--- src/mbt_pkg.sv ---
`timescale 1ns / 1ps
`default_nettype none

package mbt_pkg;

   localparam int unsigned KEY_W   = 32;
   localparam int unsigned TOTAL_W = 7;

   typedef enum logic [1:0] {
      OP_ADD    = 2'd0,
      OP_REMOVE = 2'd1,
      OP_COUNT  = 2'd2,
      OP_CLEAR  = 2'd3
   } opcode_type;

   typedef enum logic [1:0] {
      ST_IDLE,
      ST_LAST,
      ST_SCAN,
      ST_RESP
   } state_type;

endpackage

`default_nettype wire

--- src/mbt_if.sv ---
`timescale 1ns / 1ps
`default_nettype none

interface mbt_req_if import mbt_pkg::*; ();
   logic                 valid;
   logic                 ready;
   opcode_type           opcode;
   logic [KEY_W-1:0]     key;

   modport source (output valid, output opcode, output key, input ready);
   modport sink   (input valid, input opcode, input key, output ready);
endinterface

interface mbt_rsp_if import mbt_pkg::*; ();
   logic                 valid;
   logic                 ready;
   logic                 done_ok;
   logic                 rejected_full;
   logic [TOTAL_W-1:0]   match_count;
   logic                 is_present;
   logic [TOTAL_W-1:0]   entry_total;
   logic                 is_empty;

   modport source (output valid, output done_ok, output rejected_full, output match_count,
                   output is_present, output entry_total, output is_empty, input ready);
   modport sink   (input valid, input done_ok, input rejected_full, input match_count,
                   input is_present, input entry_total, input is_empty, output ready);
endinterface

`default_nettype wire

--- src/mbt_store.sv ---
`timescale 1ns / 1ps
`default_nettype none

module mbt_store #(
   parameter int DEPTH = 64,
   parameter int WIDTH = 32,
   localparam int ADDR_W = (DEPTH > 1) ? $clog2(DEPTH) : 1
) (
   input  logic              clock,
   input  logic              wr_en,
   input  logic [ADDR_W-1:0] wr_addr,
   input  logic [WIDTH-1:0]  wr_data,
   input  logic [ADDR_W-1:0] rd_addr,
   output logic [WIDTH-1:0]  rd_data
);

   logic [WIDTH-1:0] mem [DEPTH];
   logic [WIDTH-1:0] rd_data_ff;

   always_ff @(posedge clock) begin
      if (wr_en) begin
         mem[wr_addr] <= wr_data;
      end
   end

   always_ff @(posedge clock) begin
      rd_data_ff <= mem[rd_addr];
   end

   assign rd_data = rd_data_ff;

endmodule

`default_nettype wire

--- src/multiset_bag_table.sv ---
// Multiset bag table: an unordered bag of keys in a table of CAPACITY words.
// req_ch carries one operation (add, remove first match, count matches, clear)
// and a key; rsp_ch returns exactly one result for each, with the entry total
// and empty flag after the operation. Both channels move a transfer when valid
// and ready are high at a rising clock edge.
// Add and clear show their result the cycle after the request transfer.
// Count compares every stored entry, one compare per cycle through the single
// read port of the entry memory. Remove reads the last entry first, then
// compares one entry per cycle up to the first match.
// One operation is in flight at a time: req_ch.ready is low from the request
// transfer until the result transfer. While the receiver stalls, the result
// holds on rsp_ch and no new request is taken.
// Reset empties the bag at once; stale memory contents are never read, so no
// clearing pass is needed.
`timescale 1ns / 1ps
`default_nettype none

module multiset_bag_table import mbt_pkg::*; #(
   parameter int CAPACITY = 64,
   parameter int KEY_BITS = 32
) (
   input  logic       clock,
   input  logic       reset,
   mbt_req_if.sink    req_ch,
   mbt_rsp_if.source  rsp_ch
);

   localparam int IDX_W = (CAPACITY > 1) ? $clog2(CAPACITY) : 1;
   localparam int CNT_W = $clog2(CAPACITY + 1);

   state_type            state_ff, state_in;
   opcode_type           op_ff, op_in;
   logic [KEY_BITS-1:0]  key_ff, key_in;
   logic [KEY_BITS-1:0]  last_ff, last_in;
   logic [CNT_W-1:0]     count_ff, count_in;
   logic [CNT_W-1:0]     idx_ff, idx_in;
   logic [CNT_W-1:0]     cmp_idx_ff, cmp_idx_in;
   logic [CNT_W-1:0]     match_ff, match_in;
   logic                 done_ff, done_in;
   logic                 full_ff, full_in;

   logic                 req_fire, rsp_fire;
   opcode_type           req_op;
   logic [KEY_BITS-1:0]  req_key;
   logic                 is_full;
   logic [CNT_W-1:0]     count_last;
   logic                 hit;
   logic                 scan_end;

   logic                 wr_en;
   logic [IDX_W-1:0]     wr_addr;
   logic [KEY_BITS-1:0]  wr_data;
   logic [IDX_W-1:0]     rd_addr;
   logic [KEY_BITS-1:0]  rd_data;

   mbt_store #(
      .DEPTH (CAPACITY),
      .WIDTH (KEY_BITS)
   ) u_store (
      .clock   (clock),
      .wr_en   (wr_en),
      .wr_addr (wr_addr),
      .wr_data (wr_data),
      .rd_addr (rd_addr),
      .rd_data (rd_data)
   );

   assign req_fire   = req_ch.valid && req_ch.ready;
   assign rsp_fire   = rsp_ch.valid && rsp_ch.ready;
   assign req_op     = req_ch.opcode;
   assign req_key    = KEY_BITS'(req_ch.key);
   assign is_full    = (count_ff == CNT_W'(CAPACITY));
   assign count_last = count_ff - CNT_W'(1);
   assign hit        = (rd_data == key_ff);
   assign scan_end   = (cmp_idx_ff == count_last);

   always_comb begin
      state_in = state_ff;
      unique case (state_ff)
         ST_IDLE: begin
            if (req_fire) begin
               unique case (req_op)
                  OP_ADD, OP_CLEAR: state_in = ST_RESP;
                  OP_REMOVE:        state_in = (count_ff == '0) ? ST_RESP : ST_LAST;
                  OP_COUNT:         state_in = (count_ff == '0) ? ST_RESP : ST_SCAN;
                  default:          state_in = ST_RESP;
               endcase
            end
         end
         ST_LAST: state_in = ST_SCAN;
         ST_SCAN: begin
            if (scan_end || (op_ff == OP_REMOVE && hit)) begin
               state_in = ST_RESP;
            end
         end
         ST_RESP: begin
            if (rsp_fire) begin
               state_in = ST_IDLE;
            end
         end
         default: state_in = ST_IDLE;
      endcase
   end

   always_comb begin
      op_in      = op_ff;
      key_in     = key_ff;
      last_in    = last_ff;
      count_in   = count_ff;
      idx_in     = idx_ff;
      cmp_idx_in = cmp_idx_ff;
      match_in   = match_ff;
      done_in    = done_ff;
      full_in    = full_ff;
      wr_en      = 1'b0;
      wr_addr    = count_ff[IDX_W-1:0];
      wr_data    = req_key;
      rd_addr    = '0;
      unique case (state_ff)
         ST_IDLE: begin
            rd_addr = (req_op == OP_REMOVE) ? count_last[IDX_W-1:0] : '0;
            if (req_fire) begin
               op_in      = req_op;
               key_in     = req_key;
               done_in    = 1'b0;
               full_in    = 1'b0;
               match_in   = '0;
               idx_in     = CNT_W'(1);
               cmp_idx_in = '0;
               unique case (req_op)
                  OP_ADD: begin
                     if (is_full) begin
                        full_in = 1'b1;
                     end else begin
                        wr_en    = 1'b1;
                        count_in = count_ff + CNT_W'(1);
                        done_in  = 1'b1;
                     end
                  end
                  OP_CLEAR: begin
                     count_in = '0;
                     done_in  = 1'b1;
                  end
                  default: begin
                  end
               endcase
            end
         end
         ST_LAST: begin
            last_in = rd_data;
            rd_addr = '0;
         end
         ST_SCAN: begin
            rd_addr    = (idx_ff < count_ff) ? idx_ff[IDX_W-1:0] : '0;
            idx_in     = idx_ff + CNT_W'(1);
            cmp_idx_in = cmp_idx_ff + CNT_W'(1);
            if (hit) begin
               if (op_ff == OP_COUNT) begin
                  match_in = match_ff + CNT_W'(1);
               end else if (op_ff == OP_REMOVE) begin
                  wr_en    = 1'b1;
                  wr_addr  = cmp_idx_ff[IDX_W-1:0];
                  wr_data  = last_ff;
                  count_in = count_last;
                  done_in  = 1'b1;
               end
            end
         end
         ST_RESP: begin
         end
         default: begin
         end
      endcase
   end

   always_ff @(posedge clock) begin
      if (reset) begin
         state_ff <= ST_IDLE;
         count_ff <= '0;
      end else begin
         state_ff <= state_in;
         count_ff <= count_in;
      end
   end

   always_ff @(posedge clock) begin
      op_ff      <= op_in;
      key_ff     <= key_in;
      last_ff    <= last_in;
      idx_ff     <= idx_in;
      cmp_idx_ff <= cmp_idx_in;
      match_ff   <= match_in;
      done_ff    <= done_in;
      full_ff    <= full_in;
   end

   assign req_ch.ready         = (state_ff == ST_IDLE);
   assign rsp_ch.valid         = (state_ff == ST_RESP);
   assign rsp_ch.done_ok       = done_ff;
   assign rsp_ch.rejected_full = full_ff;
   assign rsp_ch.match_count   = TOTAL_W'(match_ff);
   assign rsp_ch.is_present    = (match_ff != '0);
   assign rsp_ch.entry_total   = TOTAL_W'(count_ff);
   assign rsp_ch.is_empty      = (count_ff == '0);

   a_count_bound: assert property (@(posedge clock) disable iff (reset)
      count_ff <= CNT_W'(CAPACITY))
      else $error("entry count above capacity");

   a_one_in_flight: assert property (@(posedge clock) disable iff (reset)
      rsp_ch.valid |-> !req_ch.ready)
      else $error("request taken while result pending");

   a_add_grows: assert property (@(posedge clock) disable iff (reset)
      (req_fire && req_op == OP_ADD && !is_full) |=> count_ff == $past(count_ff) + CNT_W'(1))
      else $error("add did not grow the bag");

   a_remove_shrinks: assert property (@(posedge clock) disable iff (reset)
      (state_ff == ST_SCAN && op_ff == OP_REMOVE && hit)
         |=> (count_ff == $past(count_ff) - CNT_W'(1)) && rsp_ch.valid && rsp_ch.done_ok)
      else $error("remove hit did not shrink the bag");

   a_clear_empties: assert property (@(posedge clock) disable iff (reset)
      (req_fire && req_op == OP_CLEAR) |=> rsp_ch.valid && rsp_ch.is_empty)
      else $error("clear left entries");

endmodule

`default_nettype wire
--- src/flat_wrapper.sv ---
// flat-port wrapper written by rule: the top's interface ports become plain ports
module multiset_bag_table_flat import mbt_pkg::*;
#(
   parameter int CAPACITY = 64,
   parameter int KEY_BITS = 32
)
  (clock, reset, req_ch_valid, req_ch_opcode, req_ch_key, req_ch_ready, rsp_ch_valid, rsp_ch_done_ok, rsp_ch_rejected_full, rsp_ch_match_count, rsp_ch_is_present, rsp_ch_entry_total, rsp_ch_is_empty, rsp_ch_ready);
  mbt_req_if req_ch_i ();
  mbt_rsp_if rsp_ch_i ();
  input  logic clock;
  input  logic reset;
  input wire logic [$bits(req_ch_i.valid)-1:0] req_ch_valid;
  input wire logic [$bits(req_ch_i.opcode)-1:0] req_ch_opcode;
  input wire logic [$bits(req_ch_i.key)-1:0] req_ch_key;
  output wire logic [$bits(req_ch_i.ready)-1:0] req_ch_ready;
  output wire logic [$bits(rsp_ch_i.valid)-1:0] rsp_ch_valid;
  output wire logic [$bits(rsp_ch_i.done_ok)-1:0] rsp_ch_done_ok;
  output wire logic [$bits(rsp_ch_i.rejected_full)-1:0] rsp_ch_rejected_full;
  output wire logic [$bits(rsp_ch_i.match_count)-1:0] rsp_ch_match_count;
  output wire logic [$bits(rsp_ch_i.is_present)-1:0] rsp_ch_is_present;
  output wire logic [$bits(rsp_ch_i.entry_total)-1:0] rsp_ch_entry_total;
  output wire logic [$bits(rsp_ch_i.is_empty)-1:0] rsp_ch_is_empty;
  input wire logic [$bits(rsp_ch_i.ready)-1:0] rsp_ch_ready;
  assign req_ch_i.valid = req_ch_valid;
  assign req_ch_i.opcode = req_ch_opcode;
  assign req_ch_i.key = req_ch_key;
  assign req_ch_ready = req_ch_i.ready;
  assign rsp_ch_valid = rsp_ch_i.valid;
  assign rsp_ch_done_ok = rsp_ch_i.done_ok;
  assign rsp_ch_rejected_full = rsp_ch_i.rejected_full;
  assign rsp_ch_match_count = rsp_ch_i.match_count;
  assign rsp_ch_is_present = rsp_ch_i.is_present;
  assign rsp_ch_entry_total = rsp_ch_i.entry_total;
  assign rsp_ch_is_empty = rsp_ch_i.is_empty;
  assign rsp_ch_i.ready = rsp_ch_ready;
  multiset_bag_table #(.CAPACITY(CAPACITY), .KEY_BITS(KEY_BITS)) u_core (.clock(clock), .reset(reset), .req_ch(req_ch_i), .rsp_ch(rsp_ch_i));
endmodule
--- config.mk ---
export PLATFORM = sky130hd
export DESIGN_NAME = multiset_bag_table_flat
export DESIGN_NICKNAME = d
export VERILOG_FILES = /design/src/mbt_pkg.sv /design/src/mbt_if.sv /design/src/mbt_store.sv /design/src/multiset_bag_table.sv /design/src/flat_wrapper.sv
export SDC_FILE = /design/constraint.sdc
export NUM_CORES = 2
export LEC_CHECK = 0
export BUFFER_PORTS_ARGS = -buffer_cell sky130_fd_sc_hd__buf_2
export CORE_ASPECT_RATIO = 0.8
export CORE_MARGIN = 5
export CORE_UTILIZATION = 35
export DETAILED_ROUTE_END_ITERATION = 12
export GPL_TIMING_DRIVEN = 1
export REMOVE_ABC_BUFFERS = 1
export SLEW_MARGIN = 40
export SYNTH_ARGS = -nofsm -noshare
export SYNTH_HDL_FRONTEND = slang
export SYNTH_SLANG_ARGS = --single-unit
--- constraint.sdc ---
create_clock -name clock -period 9.9 [get_ports clock]
set_input_delay 2.475 -clock clock [delete_from_list [all_inputs] [get_ports clock]]
set_output_delay 2.475 -clock clock [all_outputs]
set_load 0.005 [all_outputs]
Word level (Yosys, flattened, before mapping)
Memory sizes are Yosys's and may differ from the RTL's. A register that Yosys moved wholly into a read port is not among the register bits.
Index checks and enable logic that the tools add are counted.
{ "word_totals": {"reg_bits": 98, "mem_bits_rw": 2048, "input_bits": 38, "output_inout_bits": 20, "elab_cells": 101, "n_memories": 1} }
{ "mem_list": {"columns": ["name", "depth", "width", "rd", "rd_clocked_by_memory_dff", "wr", "line", "rtl"], "rows": [
  ["u_core.u_store.mem", 64, 32, 1, 1, 1, "mbt_store.sv:17", "logic [WIDTH-1:0] mem [DEPTH];"]
]} }
{ "classes": {"addsub": 5, "magnitude_cmp": 1, "eq_ne": 20, "n_mux": 48, "n_reduce_logical": 16} }
{ "op_table": {"columns": ["operator", "n"], "rows": [
  ["32-bit two-way mux", 4],
  ["7-bit one-hot mux with 2 select lines", 5],
  ["7-bit two-way mux", 9],
  ["6-bit two-way mux", 6],
  ["32-bit equality test", 1],
  ["7-bit by 1-bit adder with 7-bit output, second input constant", 4],
  ["1-bit two-way mux", 14],
  ["6-bit one-hot mux with 2 select lines", 1],
  ["2-bit equality test, second input constant", 5],
  ["2-bit two-way mux", 4],
  ["2-bit by 1-bit != test with 1-bit output, second input constant", 4],
  ["2-bit one-hot mux with 4 select lines", 1],
  ["7-bit equality test", 1],
  ["7-bit equality test, second input constant", 1],
  ["7-bit zero test", 1],
  ["7-bit less-than comparator", 1],
  ["7-bit AND reduction", 1],
  ["7-bit nonzero test", 1],
  ["7-bit by 1-bit subtractor with 7-bit output, second input constant", 1],
  ["2-bit by 1-bit equality test with 1-bit output, second input constant", 3],
  ["2-bit != test, second input constant", 3],
  ["3-bit != test, second input constant", 2],
  ["1-bit one-hot mux with 2 select lines", 3],
  ["2-bit one-hot mux with 3 select lines", 1],
  ["other kinds (9)", 13]
]} }

Logic depth before layout (Yosys ltp)
{ "logic_depth": {"word_depth": 7, "mapped_depth": 15, "depth_no_buf": 11} }

Modules after synthesis
Synthesis repeated with hierarchy kept, for this count alone.
{ "hier_totals": {"cells_unflattened": 3742, "hier_area_um2": 83661.5} }
{ "by_module_without_submodules": {"columns": ["mod", "n_inst", "cells_per_inst", "area_each_um2", "seq_area_each_um2"], "rows": [
  ["mbt_store", 1, 3324, 78515.3, 62139.6],
  ["multiset_bag_table", 1, 418, 5146.2, 2852.7]
]} }

Least setup slack after synthesis
Ideal clock, no wire load.
{ "synth_path": {"kind": "input port to flip-flop", "startpoint": "in req_ch_valid", "endpoint": "mem u_core.u_store.mem[33][0] (enable)", "setup_ns": 0.421, "arrival_time_ns": 5.605, "required_time_ns": 9.479, "setup_slack_ns": 3.873, "stages": 6, "n_path_buf": 1, "cell_sequence": "and2_1 -> nand3_1 -> nand2_1 -> clkbuf_1 -> o211ai_1 -> nor2_1"} }
{ "synth_via": {"elab_chain_cells": 5} }
{ "synth_lines": {"columns": ["item", "line", "rtl"], "rows": [
  ["from (decl)", "flat_wrapper.sv:12", "input wire logic [$bits(req_ch_i.valid)-1:0] req_ch_valid;"],
  ["1-bit logical AND", "multiset_bag_table.sv:68", "assign req_fire = req_ch.valid && req_ch.ready;"],
  ["1-bit two-way mux", "multiset_bag_table.sv:122", "if (req_fire) begin"],
  ["1-bit one-hot mux with 2 select lines", "multiset_bag_table.sv:119", "unique case (state_ff)"],
  ["1-bit two-way mux", "mbt_store.sv:21", "if (wr_en) begin"],
  ["1-bit two-way mux (implied by the code)", "mbt_store.sv:22", "mem[wr_addr] <= wr_data;"],
  ["to (decl)", "mbt_store.sv:17", null]
]} }
No other way between the ends.

Worst setup path after layout
{ "layout_path": {"startpoint": "in req_ch_opcode[1]", "endpoint": "reg u_core.u_store.rd_data_ff[22] (netlist: u_core.u_store.rd_data[22]) (read register of u_core.u_store.mem)"} }
{ "layout_via": {"elab_chain_cells": 3} }
{ "layout_lines": {"columns": ["item", "line", "rtl"], "rows": [
  ["from (decl)", "flat_wrapper.sv:13", "input wire logic [$bits(req_ch_i.opcode)-1:0] req_ch_opcode;"],
  ["2-bit by 1-bit equality test with 1-bit output", "multiset_bag_table.sv:121", "rd_addr = (req_op == OP_REMOVE) ? count_last[IDX_W-1:0] : '0;"],
  ["6-bit two-way mux", "multiset_bag_table.sv:121", null],
  ["6-bit one-hot mux with 2 select lines", "multiset_bag_table.sv:119", null],
  ["to (decl)", "mbt_store.sv:18", "logic [WIDTH-1:0] rd_data_ff;"]
]} }
No other way between the ends.
A chain may end at the register's enable or synchronous reset.

==> out/summary.txt <==
Via count = 54740
DIE AREA = 254600 sq um
Layout cells sized above 1 = 9.253%
Reg2Reg Depth = 14
Area Overhead vs Synth = 12.85%
CORE AREA = 243400 sq um
Most common cell after layout, fill and taps aside = edfxtp_1
Kind of critical path = in -> reg
Distinct cells, synth = 54
R2R Path Start = u_core.rsp_ch.entry_total[4]
Worst Max-Slew Pin Slew = 0.8981 ns
Reg-to-reg slack, setup = 4.16 ns
Peak supply drop = 227.2 uV
Worst-path cell chain = buf_2, inv_1, ha_1, nand3_2, buf_4, nand2_4, buf_4, buf_4, nand2_1, nand3_1, nand3_1, a32oi_1, and3_1
Global-route wire length before repair = 366600 microns
Normalized max-slew margin = 40.12%
Final HPWL DP = 136000 microns
Leak pwr = 32.06 nW
Clock-pin slew on the worst setup and hold paths = 0.06 ns
Clock latency on the worst-skew pair = 0.85 ns
Fillers = 22355
Post-CTS setup repair buffer count = 0
Post_cts resized = 0
Comb pwr share = 28.9%
Power Dens Cells = 264.3 nW/um^2
DRC violations left = 0
Total routed wirelength = 257600 microns
Initial core utilization = 35.16%
Cell Rows = 162
Critical Path Start = req_ch_opcode[1]
Routability congestion estimate = 0.8371
Final Critical Period = 6.397 ns
DRT Pass-1 Iters = 6
Worst hold slack = 0.4482 ns
Total power = 25.53 mW
Detail Route Antenna Nets = 0
IO buf count = 57
Vias per inst = 5.551
IO Pins = 58
Setup_tns = 0 ns
Slew Viols, Final = 0
Vias in the first global route = 50308
CP Max Fanout = 52
Register area = 64990 sq um
Pin count of the biggest net entering global routing = 171
Max clock buf depth = 4
Max Cap Violations = 0
Unrepaired setup endpoints after global routing = no
Number of hold buffers added after CTS = 0
Number of CTS-inserted buffers = 200
Seq/Total Area, Yosys = 75.94%
CP Data Arrival Time = 7.16 ns
Top cell by count, worst path = buf_4
Final hold vios = 0
CP endpoint kind = flop
Post-synth EDFFs = 2137
Status = complete, no violations
Most frequent cells in the layout = 2137 x edfxtp_1, 1789 x nand2_1, 836 x nand3_1
Flop pwr share = 41.9%
Final core occ = 39.68%
Flops & latches, synth = 2178
Main synth FF type = edfxtp_1
Ys async rst share = 0%
Die H = 452.3 microns
Worst setup SP type = input pin
Slowest cell on the critical path = a32oi_1
H-tree depth = 4
First DRT Iteration DRCs = 8068
Cell count along the critical path = 13
Fin crit share = 64.62%
GRT Total Usage = 19.46%
Int Power = 16.54 mW
Chip Width = 562.9 microns
Nets = 6488
Final setup fails = 0
Synth Instances = 6412
Crit path required time = 10.67 ns
Top Family by Delay on Critical Path = buffers and inverters
Syn_area_per_cell = 13.35 sq um
Clock Skews = 0.05558 ns
Clk pwr share = 29.2%
Initial antenna violation count = 6
End point of the critical path = u_core.u_store.rd_data[22]
Multi-input logic area = 19560 sq um
Fmax = 156.3 MHz
Clk root buf = clkbuf_16
Psw = 8.994 mW
CP max stage delay = 0.60 ns
Wirelength per Cell = 26.12 microns
Post-Syn Area = 85590 sq um
# clock sinks = 2178
CTS tree = done
CP Buf/Inv Count = 5
Yosys Warn Count = 0
Switching Fraction = 35.23%
GRT Residual Overflow = 0
Antenna Diode Count = 0
RR Endpoint = u_core.u_store.rd_data[22]
Worst hold-check path type = reg -> reg
==> cell usage after synthesis (all sizes together) (92+ instances only) <==
| library cell | instances | area, sq um |
|---|---|---|
| a21oi | 227 | 1147 |
| a31oi | 107 | 669.4 |
| a32oi | 92 | 805.8 |
| buf | 146 | 665.6 |
| clkbuf | 254 | 953.4 |
| edfxtp | 2137 | 64170 |
| mux2i | 102 | 1021 |
| nand2 | 1792 | 6726 |
| nand3 | 837 | 4189 |
| nor2 | 111 | 421.7 |
| nor3 | 98 | 490.5 |
==> stage by stage <==
step,area [sq um],instances,worst slack [ns]
3_5_place_dp,90400,9506,2.669
5_1_grt,96590,9862,3.419
3_3_place_gp,90320,9504,2.679
2_1_floorplan,83970,6012,-13.73
6_report,96590,9862,3.503
4_1_cts,96520,9860,3.552
==> registers in the layout (all words and copies together) (netlist names), 7 cells and up <==
signal / count
u_core.rsp_ch.entry_total: 7
u_core.rsp_ch.match_count: 7
u_core.last_ff: 32
u_core.idx_ff: 7
u_core.u_store.mem: 2048
u_core.u_store.rd_data: 32
u_core.key_ff: 32
u_core.cmp_idx_ff: 7
==> final cells by class <==
| cell class | count | share of cell area, % |
|---|---|---|
| timing repair buffer | 216 | 1.792 |
| sequential | 2178 | 67.29 |
| clock buffer | 273 | 5.648 |
| tap | 3280 | 4.249 |
| clock inverter | 81 | 0.6879 |
| multi-input combinational | 3813 | 20.25 |
| inverter | 21 | 0.08161 |
==> layer usage <==
| metal | wire length (microns) | vias to the layer above | track usage (%) |
|---|---|---|---|
| met5 | 13 | - | 0 |
| met4 | 7549 | 2 | 5.319 |
| met3 | 27260 | 402 | 3.802 |
| met2 | 112400 | 3094 | 28.88 |
| met1 | 110400 | 27630 | 29.17 |
| li1 | - | 23612 | - |
==> kinds of logic after synthesis <==
group | synth area share [%]
mux | 1.640
compound gates | 4.257
simple gates | 15.30
buf+inv | 1.984
flops | 75.94
xor+xnor | 0.5935
fa+ha+maj | 0.2924
==> worst min-delay path by stage <==
stage | slack, ns | from | depth (start not counted) | endpoint
after floorplan | 0.43 | u_core.u_store.rd_data[13] | 0 | u_core.last_ff[13]
after global placement | 0.44 | u_core.u_store.rd_data[24] | 0 | u_core.last_ff[24]
after detailed placement | 0.45 | u_core.u_store.rd_data[24] | 0 | u_core.last_ff[24]
after CTS | 0.46 | u_core.u_store.rd_data[24] | 0 | u_core.last_ff[24]
after global routing | 0.49 | u_core.u_store.rd_data[24] | 0 | u_core.last_ff[24]
final | 0.45 | u_core.u_store.rd_data[24] | 0 | u_core.last_ff[24]
==> power by group through the flow <==
stage | logic (mW) | clock network, mW | registers [mW]
6_report | 7.38 | 7.46 | 10.7
4_1_cts | 7.29 | 7.55 | 10.7
2_1_floorplan | 6.06 | 0 | 10.7
3_3_place_gp | 7.21 | 0 | 10.9
3_5_place_dp | 7.27 | 0 | 10.9
5_1_grt | 7.87 | 7.95 | 10.7
(Power assumes the default switching activity.)
